[config.mk]
export PLATFORM = sky130hd
export DESIGN_NAME = ascon_aead_encryptor
export DESIGN_NICKNAME = d
export VERILOG_FILES = /design/src/design/asc_pkg.sv /design/src/design/asc_round.sv /design/src/design/ascon_aead_encryptor.sv
export SDC_FILE = /design/constraint.sdc
export NUM_CORES = 2
export LEC_CHECK = 0
export BUFFER_PORTS_ARGS = -buffer_cell sky130_fd_sc_hd__buf_2
export CAP_MARGIN = 25
export CORE_ASPECT_RATIO = 1.75
export CORE_MARGIN = 2
export CORE_UTILIZATION = 30
export CTS_BUF_LIST = sky130_fd_sc_hd__clkbuf_2
export DETAILED_ROUTE_END_ITERATION = 16
export GPL_ROUTABILITY_DRIVEN = 0
export PLACE_DENSITY = 0.44
export SYNTH_ARGS = -nofsm -noshare
export SYNTH_HDL_FRONTEND = slang
export SYNTH_HIERARCHICAL = 1
export SYNTH_SLANG_ARGS = --single-unit
[constraint.sdc]
create_clock -name clock -period 15.83 [get_ports clock]
set_input_delay 0.7915 -clock clock [delete_from_list [all_inputs] [get_ports clock]]
set_output_delay 0.7915 -clock clock [all_outputs]
set_load 0.1 [all_outputs]
[src/design/asc_pkg.sv]
// Shared types and helper functions for the Ascon-128a encryption engine.
// Holds the sponge state type, round constants and byte mask helpers.
// No dependencies.
`default_nettype none

package asc_pkg;

   typedef logic [4:0][63:0] sponge_type;

   localparam logic [63:0] IV_128A = 64'h80800c0800000000;
   localparam logic [3:0] LAST_ROUND = 4'd11;
   localparam logic [3:0] FIRST_ROUND_12 = 4'd0;
   localparam logic [3:0] FIRST_ROUND_8 = 4'd4;
   localparam logic [4:0] BLOCK_BYTES = 5'd16;

   function automatic logic [63:0] round_const(input logic [3:0] r);
      logic [3:0] hi_nib;
      hi_nib = 4'hf - r;
      return {56'd0, hi_nib, r};
   endfunction

   function automatic logic [63:0] rotr(input logic [63:0] x, input int unsigned n);
      return (x >> n) | (x << (64 - n));
   endfunction

   // Mask of the first n big-endian bytes of a word.
   function automatic logic [63:0] lead_mask(input logic [2:0] n);
      logic [3:0] keep_bytes;
      logic [3:0] drop_bytes;
      keep_bytes = {1'b0, n};
      drop_bytes = 4'd8 - keep_bytes;
      if (n == 3'd0) begin
         return 64'd0;
      end
      return {64{1'b1}} << {drop_bytes, 3'b000};
   endfunction

   // Padding bit placed right after n big-endian bytes of a word.
   function automatic logic [63:0] pad_bit(input logic [2:0] n);
      return 64'h80 << (6'd56 - {n, 3'b000});
   endfunction

endpackage

`default_nettype wire

[src/design/asc_round.sv]
// One round of the Ascon permutation: constant addition, S-box layer and
// linear diffusion layer. Uses asc_pkg for the state type and constants.
`default_nettype none

module asc_round
   import asc_pkg::*;
(
   input  sponge_type  state_in,
   input  logic [3:0]  round_idx,
   output sponge_type  state_out
);

   always_comb begin
      logic [63:0] x0, x1, x2, x3, x4;
      logic [63:0] t0, t1, t2, t3, t4;
      x0 = state_in[0];
      x1 = state_in[1];
      x2 = state_in[2] ^ round_const(round_idx);
      x3 = state_in[3];
      x4 = state_in[4];
      x0 = x0 ^ x4;
      x4 = x4 ^ x3;
      x2 = x2 ^ x1;
      t0 = ~x0 & x1;
      t1 = ~x1 & x2;
      t2 = ~x2 & x3;
      t3 = ~x3 & x4;
      t4 = ~x4 & x0;
      x0 = x0 ^ t1;
      x1 = x1 ^ t2;
      x2 = x2 ^ t3;
      x3 = x3 ^ t4;
      x4 = x4 ^ t0;
      x1 = x1 ^ x0;
      x0 = x0 ^ x4;
      x3 = x3 ^ x2;
      x2 = ~x2;
      state_out[0] = x0 ^ rotr(x0, 19) ^ rotr(x0, 28);
      state_out[1] = x1 ^ rotr(x1, 61) ^ rotr(x1, 39);
      state_out[2] = x2 ^ rotr(x2, 1) ^ rotr(x2, 6);
      state_out[3] = x3 ^ rotr(x3, 10) ^ rotr(x3, 17);
      state_out[4] = x4 ^ rotr(x4, 7) ^ rotr(x4, 41);
   end

endmodule

`default_nettype wire

[src/design/ascon_aead_encryptor.sv]
// Ascon-128a encryption engine: sequencer, sponge state, key and result registers.
// Depends on asc_pkg and asc_round (one permutation round per cycle).
//
//  channel | direction | tdata                                       | tuser   | tlast
//  req_    | in        | block_high, block_low, valid_bytes          | command | last_block
//  rsp_    | out       | out_high, out_low, out_bytes                | out_kind| last_of_run
//  csr_    | in        | csr_wdata is key_high (index 0) or key_low (index 1)
//
// Start, associated-data and plaintext blocks each run their permutation rounds through
// the single round unit, and a new request is taken only in the idle state.
// Reset is synchronous; it clears the sequencer, the phase, the key and the result valid flag.
// A held result stalls the sequencer only when it has a new result to load.
`default_nettype none

module ascon_aead_encryptor
   import asc_pkg::*;
(
   input  logic          clock,
   input  logic          reset,
   input  logic          req_tvalid,
   output logic          req_tready,
   input  logic [135:0]  req_tdata,   // block_high[63:0], block_low[127:64], valid_bytes[132:128]
   input  logic [1:0]    req_tuser,   // command
   input  logic          req_tlast,
   output logic          rsp_tvalid,
   input  logic          rsp_tready,
   output logic [135:0]  rsp_tdata,   // out_high[63:0], out_low[127:64], out_bytes[132:128]
   output logic [1:0]    rsp_tuser,   // out_kind
   output logic          rsp_tlast,
   input  logic          csr_we,
   input  logic          csr_index,
   input  logic [63:0]   csr_wdata
);

   localparam logic [3:0] ST_IDLE      = 4'd0;
   localparam logic [3:0] ST_PERM      = 4'd1;
   localparam logic [3:0] ST_INIT_DONE = 4'd2;
   localparam logic [3:0] ST_AD_PAD    = 4'd3;
   localparam logic [3:0] ST_AD_END    = 4'd4;
   localparam logic [3:0] ST_PT_OUT    = 4'd5;
   localparam logic [3:0] ST_PT_PAD0   = 4'd6;
   localparam logic [3:0] ST_FINAL     = 4'd7;
   localparam logic [3:0] ST_TAG       = 4'd8;
   localparam logic [3:0] ST_ERR       = 4'd9;

   localparam logic [1:0] PH_IDLE  = 2'd0;
   localparam logic [1:0] PH_READY = 2'd1;
   localparam logic [1:0] PH_AD    = 2'd2;
   localparam logic [1:0] PH_PT    = 2'd3;

   localparam logic [1:0] CMD_START = 2'd0;
   localparam logic [1:0] CMD_AD    = 2'd1;
   localparam logic [1:0] CMD_PT    = 2'd2;

   localparam logic [1:0] KIND_CT  = 2'd0;
   localparam logic [1:0] KIND_TAG = 2'd1;
   localparam logic [1:0] KIND_ERR = 2'd2;

   localparam logic       REG_KEY_HIGH = 1'b0;

   logic [3:0]   state_ff, state_in;
   logic [3:0]   after_ff, after_in;
   logic [3:0]   rc_ff, rc_in;
   logic [1:0]   phase_ff, phase_in;
   sponge_type   s_ff, s_in;
   sponge_type   s_round;
   logic [63:0]  hi_ff, hi_in;
   logic [63:0]  lo_ff, lo_in;
   logic [4:0]   vb_ff, vb_in;
   logic         last_ff, last_in;
   logic [63:0]  kh_ff, kl_ff;
   logic         ov_ff, ov_in;
   logic [63:0]  oh_ff, oh_in;
   logic [63:0]  ol_ff, ol_in;
   logic [4:0]   ob_ff, ob_in;
   logic [1:0]   ok_ff, ok_in;
   logic         olast_ff, olast_in;

   logic         out_free;
   logic [4:0]   req_vb;
   logic [63:0]  req_hi, req_lo;
   logic [63:0]  pad_s0, pad_s1, pad_oh, pad_ol;
   logic [63:0]  full_s0, full_s1;

   asc_round u_round (
      .state_in  (s_ff),
      .round_idx (rc_ff),
      .state_out (s_round)
   );

   assign req_hi = req_tdata[63:0];
   assign req_lo = req_tdata[127:64];
   assign req_vb = (req_tdata[132:128] > BLOCK_BYTES) ? BLOCK_BYTES : req_tdata[132:128];

   assign out_free = !ov_ff || rsp_tready;
   assign req_tready = (state_ff == ST_IDLE);

   assign full_s0 = s_ff[0] ^ hi_ff;
   assign full_s1 = s_ff[1] ^ lo_ff;

   // Absorb a partial block of vb_ff (below sixteen) bytes, then pad; also forms the masked output words.
   always_comb begin
      logic [63:0] m;
      logic [63:0] x0, x1;
      if (vb_ff[3]) begin
         m = lead_mask(vb_ff[2:0]);
         x0 = s_ff[0] ^ hi_ff;
         x1 = s_ff[1] ^ (lo_ff & m);
         pad_oh = x0;
         pad_ol = x1 & m;
         pad_s0 = x0;
         pad_s1 = x1 ^ pad_bit(vb_ff[2:0]);
      end else begin
         m = lead_mask(vb_ff[2:0]);
         x0 = s_ff[0] ^ (hi_ff & m);
         x1 = s_ff[1];
         pad_oh = x0 & m;
         pad_ol = 64'd0;
         pad_s0 = x0 ^ pad_bit(vb_ff[2:0]);
         pad_s1 = x1;
      end
   end

   always_comb begin
      state_in = state_ff;
      after_in = after_ff;
      rc_in    = rc_ff;
      phase_in = phase_ff;
      s_in     = s_ff;
      hi_in    = hi_ff;
      lo_in    = lo_ff;
      vb_in    = vb_ff;
      last_in  = last_ff;
      ov_in    = ov_ff;
      oh_in    = oh_ff;
      ol_in    = ol_ff;
      ob_in    = ob_ff;
      ok_in    = ok_ff;
      olast_in = olast_ff;
      if (ov_ff && rsp_tready) begin
         ov_in = 1'b0;
      end
      case (state_ff)
         ST_IDLE: begin
            if (req_tvalid) begin
               hi_in   = req_hi;
               lo_in   = req_lo;
               vb_in   = req_vb;
               last_in = req_tlast;
               if (req_tuser == CMD_START) begin
                  s_in[0]  = IV_128A;
                  s_in[1]  = kh_ff;
                  s_in[2]  = kl_ff;
                  s_in[3]  = req_hi;
                  s_in[4]  = req_lo;
                  rc_in    = FIRST_ROUND_12;
                  after_in = ST_INIT_DONE;
                  state_in = ST_PERM;
               end else if (req_tuser == CMD_AD &&
                            (phase_ff == PH_READY || phase_ff == PH_AD)) begin
                  if (!req_tlast) begin
                     s_in[0]  = s_ff[0] ^ req_hi;
                     s_in[1]  = s_ff[1] ^ req_lo;
                     rc_in    = FIRST_ROUND_8;
                     after_in = ST_IDLE;
                     phase_in = PH_AD;
                     state_in = ST_PERM;
                  end else if (phase_ff == PH_READY && req_vb == 5'd0) begin
                     s_in[4]  = s_ff[4] ^ 64'd1;
                     phase_in = PH_PT;
                  end else if (req_vb == BLOCK_BYTES) begin
                     s_in[0]  = s_ff[0] ^ req_hi;
                     s_in[1]  = s_ff[1] ^ req_lo;
                     vb_in    = 5'd0;
                     rc_in    = FIRST_ROUND_8;
                     after_in = ST_AD_PAD;
                     state_in = ST_PERM;
                  end else begin
                     state_in = ST_AD_PAD;
                  end
               end else if (req_tuser == CMD_PT &&
                            (phase_ff == PH_READY || phase_ff == PH_PT)) begin
                  if (phase_ff == PH_READY) begin
                     s_in[4]  = s_ff[4] ^ 64'd1;
                     phase_in = PH_PT;
                  end
                  state_in = ST_PT_OUT;
               end else begin
                  state_in = ST_ERR;
               end
            end
         end
         ST_PERM: begin
            s_in = s_round;
            if (rc_ff == LAST_ROUND) begin
               state_in = after_ff;
            end else begin
               rc_in = rc_ff + 4'd1;
            end
         end
         ST_INIT_DONE: begin
            s_in[3]  = s_ff[3] ^ kh_ff;
            s_in[4]  = s_ff[4] ^ kl_ff;
            phase_in = PH_READY;
            state_in = ST_IDLE;
         end
         ST_AD_PAD: begin
            s_in[0]  = pad_s0;
            s_in[1]  = pad_s1;
            rc_in    = FIRST_ROUND_8;
            after_in = ST_AD_END;
            state_in = ST_PERM;
         end
         ST_AD_END: begin
            s_in[4]  = s_ff[4] ^ 64'd1;
            phase_in = PH_PT;
            state_in = ST_IDLE;
         end
         ST_PT_OUT: begin
            if (out_free) begin
               ov_in = 1'b1;
               ok_in = KIND_CT;
               if (!last_ff || vb_ff == BLOCK_BYTES) begin
                  s_in[0]  = full_s0;
                  s_in[1]  = full_s1;
                  oh_in    = full_s0;
                  ol_in    = full_s1;
                  ob_in    = BLOCK_BYTES;
                  olast_in = !last_ff;
                  rc_in    = FIRST_ROUND_8;
                  after_in = last_ff ? ST_PT_PAD0 : ST_IDLE;
                  vb_in    = 5'd0;
                  state_in = ST_PERM;
               end else begin
                  s_in[0]  = pad_s0;
                  s_in[1]  = pad_s1;
                  oh_in    = pad_oh;
                  ol_in    = pad_ol;
                  ob_in    = vb_ff;
                  olast_in = 1'b0;
                  state_in = ST_FINAL;
               end
            end
         end
         ST_PT_PAD0: begin
            s_in[0]  = pad_s0;
            s_in[1]  = pad_s1;
            state_in = ST_FINAL;
         end
         ST_FINAL: begin
            s_in[2]  = s_ff[2] ^ kh_ff;
            s_in[3]  = s_ff[3] ^ kl_ff;
            rc_in    = FIRST_ROUND_12;
            after_in = ST_TAG;
            state_in = ST_PERM;
         end
         ST_TAG: begin
            if (out_free) begin
               s_in[3]  = s_ff[3] ^ kh_ff;
               s_in[4]  = s_ff[4] ^ kl_ff;
               ov_in    = 1'b1;
               oh_in    = s_ff[3] ^ kh_ff;
               ol_in    = s_ff[4] ^ kl_ff;
               ob_in    = BLOCK_BYTES;
               ok_in    = KIND_TAG;
               olast_in = 1'b1;
               phase_in = PH_IDLE;
               state_in = ST_IDLE;
            end
         end
         ST_ERR: begin
            if (out_free) begin
               ov_in    = 1'b1;
               oh_in    = 64'd0;
               ol_in    = 64'd0;
               ob_in    = 5'd0;
               ok_in    = KIND_ERR;
               olast_in = 1'b1;
               state_in = ST_IDLE;
            end
         end
         default: begin
            state_in = ST_IDLE;
         end
      endcase
   end

   always_ff @(posedge clock) begin
      if (reset) begin
         state_ff <= ST_IDLE;
         phase_ff <= PH_IDLE;
         ov_ff    <= 1'b0;
         kh_ff    <= 64'd0;
         kl_ff    <= 64'd0;
      end else begin
         state_ff <= state_in;
         phase_ff <= phase_in;
         ov_ff    <= ov_in;
         if (csr_we) begin
            if (csr_index == REG_KEY_HIGH) begin
               kh_ff <= csr_wdata;
            end else begin
               kl_ff <= csr_wdata;
            end
         end
      end
   end

   always_ff @(posedge clock) begin
      after_ff <= after_in;
      rc_ff    <= rc_in;
      s_ff     <= s_in;
      hi_ff    <= hi_in;
      lo_ff    <= lo_in;
      vb_ff    <= vb_in;
      last_ff  <= last_in;
      oh_ff    <= oh_in;
      ol_ff    <= ol_in;
      ob_ff    <= ob_in;
      ok_ff    <= ok_in;
      olast_ff <= olast_in;
   end

   assign rsp_tvalid = ov_ff;
   assign rsp_tdata  = {3'b000, ob_ff, ol_ff, oh_ff};
   assign rsp_tuser  = ok_ff;
   assign rsp_tlast  = olast_ff;

`ifndef SYNTHESIS
   a_start_runs_perm: assert property (@(posedge clock) disable iff (reset)
      req_tvalid && req_tready && req_tuser == CMD_START |=> state_ff == ST_PERM)
      else $error("start transaction did not enter the permutation");

   a_round_range: assert property (@(posedge clock) disable iff (reset)
      state_ff == ST_PERM |-> rc_ff <= LAST_ROUND)
      else $error("round counter out of range");

   a_tag_in_pt: assert property (@(posedge clock) disable iff (reset)
      state_ff == ST_TAG |-> phase_ff == PH_PT)
      else $error("tag stage reached outside plaintext phase");

   a_tag_ends_msg: assert property (@(posedge clock) disable iff (reset)
      state_ff == ST_TAG && out_free |=> phase_ff == PH_IDLE && rsp_tvalid
                                         && rsp_tuser == KIND_TAG)
      else $error("tag transaction did not close the message");
`endif

endmodule

`default_nettype wire
==> flow_metrics.env <==
export IMPL_yosysWarnings=6
export IMPL_seq_area_frac_synth_pct=37.87
export IMPL_synth_seq_cells=733
export IMPL_initial_core_util_pct=30.09
export IMPL_maxSlewViolCount=0
export IMPL_synth_edf_count=598
export IMPL_ios=350
export IMPL_min_path_type="in -> reg"
export IMPL_rsz0062_at_grt="no"
export IMPL_ys_top_cells_by_count="xnor2_1 (733), edfxtp_1 (598), nand2_1 (518)"
export IMPL_reg2reg_slack_ps=10920
export IMPL_syn_to_final_growth_pct=21.18
export IMPL_synth_top_family_by_area="XOR/XNOR gates"
export IMPL_antenna_left=0
export IMPL_worstSetupEndpoint="s_ff[104]"
export IMPL_synthCells=5182
export IMPL_synth_top_cell_area_share_pct=32.92
export IMPL_critPathCaptureType="flop"
export IMPL_synthAdderAreaFrac_pct=4.184
export IMPL_synth_compound_area_share_pct=15.12
export IMPL_rr_worst_depth=10
export IMPL_finalClockSkew_ps=196.5
export IMPL_hold_ws_ps=96.96
export IMPL_outcome="finished clean"
export IMPL_die_y_um=568.1
export IMPL_numPortBuffers=343
export IMPL_synth_cell_types=97
export IMPL_startpoint="vb_ff[1]"
export IMPL_numCtsBuffers=201
export IMPL_cts_tree="yes"
export IMPL_r2r_start="vb_ff[1]"
export IMPL_r2r_end="s_ff[104]"
export IMPL_grt_max_degree=131
export IMPL_ctsResizeCount=0
export IMPL_cts_root_buffer="clkbuf_2"
export IMPL_clock_latency_ps=1670
export IMPL_synth_area_top_cells="edfxtp_1 (33%), xnor2_1 (12%), xnor3_1 (9.3%), xor2_1 (6.2%), dfxtp_1 (5.0%)"
export IMPL_worstSetupPathType="reg -> reg"
export IMPL_routedWlPerCell_um=34.85
export IMPL_max_slew_margin_pct=12.63
export IMPL_nFillCells=18650
export IMPL_critPathArrivalTime_ps=6210
export IMPL_clkTransAtPathRegs_ps=100
export IMPL_cts_sinks=733
export IMPL_multi_input_comb_area_um2=32400
export IMPL_worstPathRequired_ps=17130
export IMPL_drt_iter0_drc=5371
export IMPL_muxShareOfSynthArea_pct=0.3670
export IMPL_grt_pass1_wl_mm=404.4
export IMPL_wirelength_mm=302.2
export IMPL_dpl_hpwl_mm=217.2
export IMPL_fin_crit_sh_pct=31.02
export IMPL_cts_buffer_depth=4
export IMPL_yosysMostFrequentCell="xnor2_1"
export IMPL_die_x_um=326.3
export IMPL_max_freq_ghz=0.2037
export IMPL_timing_final_crit_period_ps=4910
export IMPL_crit_fanout=31
export IMPL_setup_viol=0
export IMPL_grt_pass1_vias=46830
export IMPL_cap_violations=0
export IMPL_drtPass1Iterations=9
export IMPL_via_per_inst=5.611
export IMPL_hold_viol_final=0
export IMPL_nets=6432
export IMPL_drive_above_1_share_pct=15.63
export IMPL_track_usage_pct=31.88
export IMPL_core_area_um2=181300
export IMPL_synth_async_reset_ratio_pct=0
export IMPL_grt_overflow=0
export IMPL_synthXorXnorAreaFrac_pct=30.19
export IMPL_syn_avg_cell_area_um2=10.53
export IMPL_rows=207
export IMPL_synth_top_area_cell="edfxtp_1"
export IMPL_antenna_found_initial=29
export IMPL_synth_area_um2=54550
export IMPL_die_area_um2=185400
export IMPL_worstMarginPinSlew_ps=1306
export IMPL_yosys_area_share_simple_pct=8.911
export IMPL_tns_ps=0
export IMPL_regArea_um2=20660
export IMPL_ys_flop_type="edfxtp_1"
export IMPL_drc_errors=0
export IMPL_vias=48670
export IMPL_finalInstanceArea_um2=66100
export IMPL_place_area_um2=59870
export IMPL_startpoint_type="flop"
export IMPL_h_tree_depth=4
cell usage in the layout, fill, tap and decap left out, drive strengths merged, types with 26 or more instances in the layout:
cell,instances
a222oi,61
xnor2,785
dlygate4sd3,414
ha,138
xor3,31
dfxtp,135
a22oi,40
a211oi,45
maj3,54
edfxtp,598
inv,199
nor2,431
a211o,35
a31oi,33
nand2,518
a221o,127
xnor3,225
nand3,26
a21oi,375
a32oi,28
buf,525
clkbuf,285
o22ai,86
nor3b,29
xor2,386
o21ai,267
clkinv,78
routing by layer:
metal	vias up	routed length (µm)	global-route usage, %
met4	16	34670	30.31
met3	968	25150	7.275
met1	24170	108200	36.10
met2	2948	134100	49.29
met5	-	99	0
li1	20570	-	-
kinds of logic after synthesis:
family	after synthesis
AOI/OAI and AO/OA	1238
xor gates and xnor gates	1427
adders and majority gates	192
buffers and inverters	442
DFF	733
muxes	20
other	1
and+or+nand+nor	1129
metrics by stage:
stage | utilization, % | cells | setup slack [ps]
6_report | 36.46 | 8673 | 10920
5_1_grt | 36.44 | 8658 | 10930
4_1_cts | 36.35 | 8643 | 11020
3_5_place_dp | 33.02 | 7861 | 11150
3_3_place_gp | 32.88 | 7833 | 11130
2_1_floorplan | - | 5184 | 7216
how the worst min path moves through the flow:
stage,startpoint,cells past startpoint,end
floorplan,phase_ff[1],1,phase_ff[1]
global placement,after_ff[3],2,state_ff[3]
detailed placement,after_ff[3],2,state_ff[3]
CTS,req_tdata[46],4,s_ff[238]
global route,req_tdata[32],2,hi_ff[32]
finish,req_tdata[122],3,s_ff[314]
critical path, cell delays in order (launching register included):
cell	delay, ps
edfxtp_1	360
buf_4	300
clkinv_1	460
ha_1	470
and4bb_2	320
o21ai_4	610
buf_4	650
buf_4	530
nand2_1	460
a21oi_1	270
o31ai_1	90
repair_timing:
action                                 4_1_cts  5_1_grt
setup buffers                                0        0
hold buffers                               414        0
endpoints found under the hold margin      566        0
registers in the layout (all words and copies together), names as in the netlist:
signal / flops
s_ff: 320
hi_ff: 64
kh_ff: 64
kl_ff: 64
lo_ff: 64
oh_ff: 64
ol_ff: 64
ob_ff: 5
vb_ff: 5
after_ff: 4
rc_ff: 4
state_ff: 4
phase_ff: 2
rsp_tuser: 2
last_ff: 1
rsp_tlast: 1
rsp_tvalid: 1
layout make-up:
type / count / area share (%)
Antenna cell: 20 / 0.07571
Multi-Input combinational cell: 4009 / 49.02
Inverter: 201 / 1.143
Sequential cell: 733 / 31.25
Timing Repair Buffer: 939 / 11.09
Tap cell: 2403 / 4.548
Clock inverter: 83 / 0.7117
Clock buffer: 285 / 2.158
Power is not shown: default switching activity piles up to over one toggle a cycle in this logic, so the estimate is an artifact.
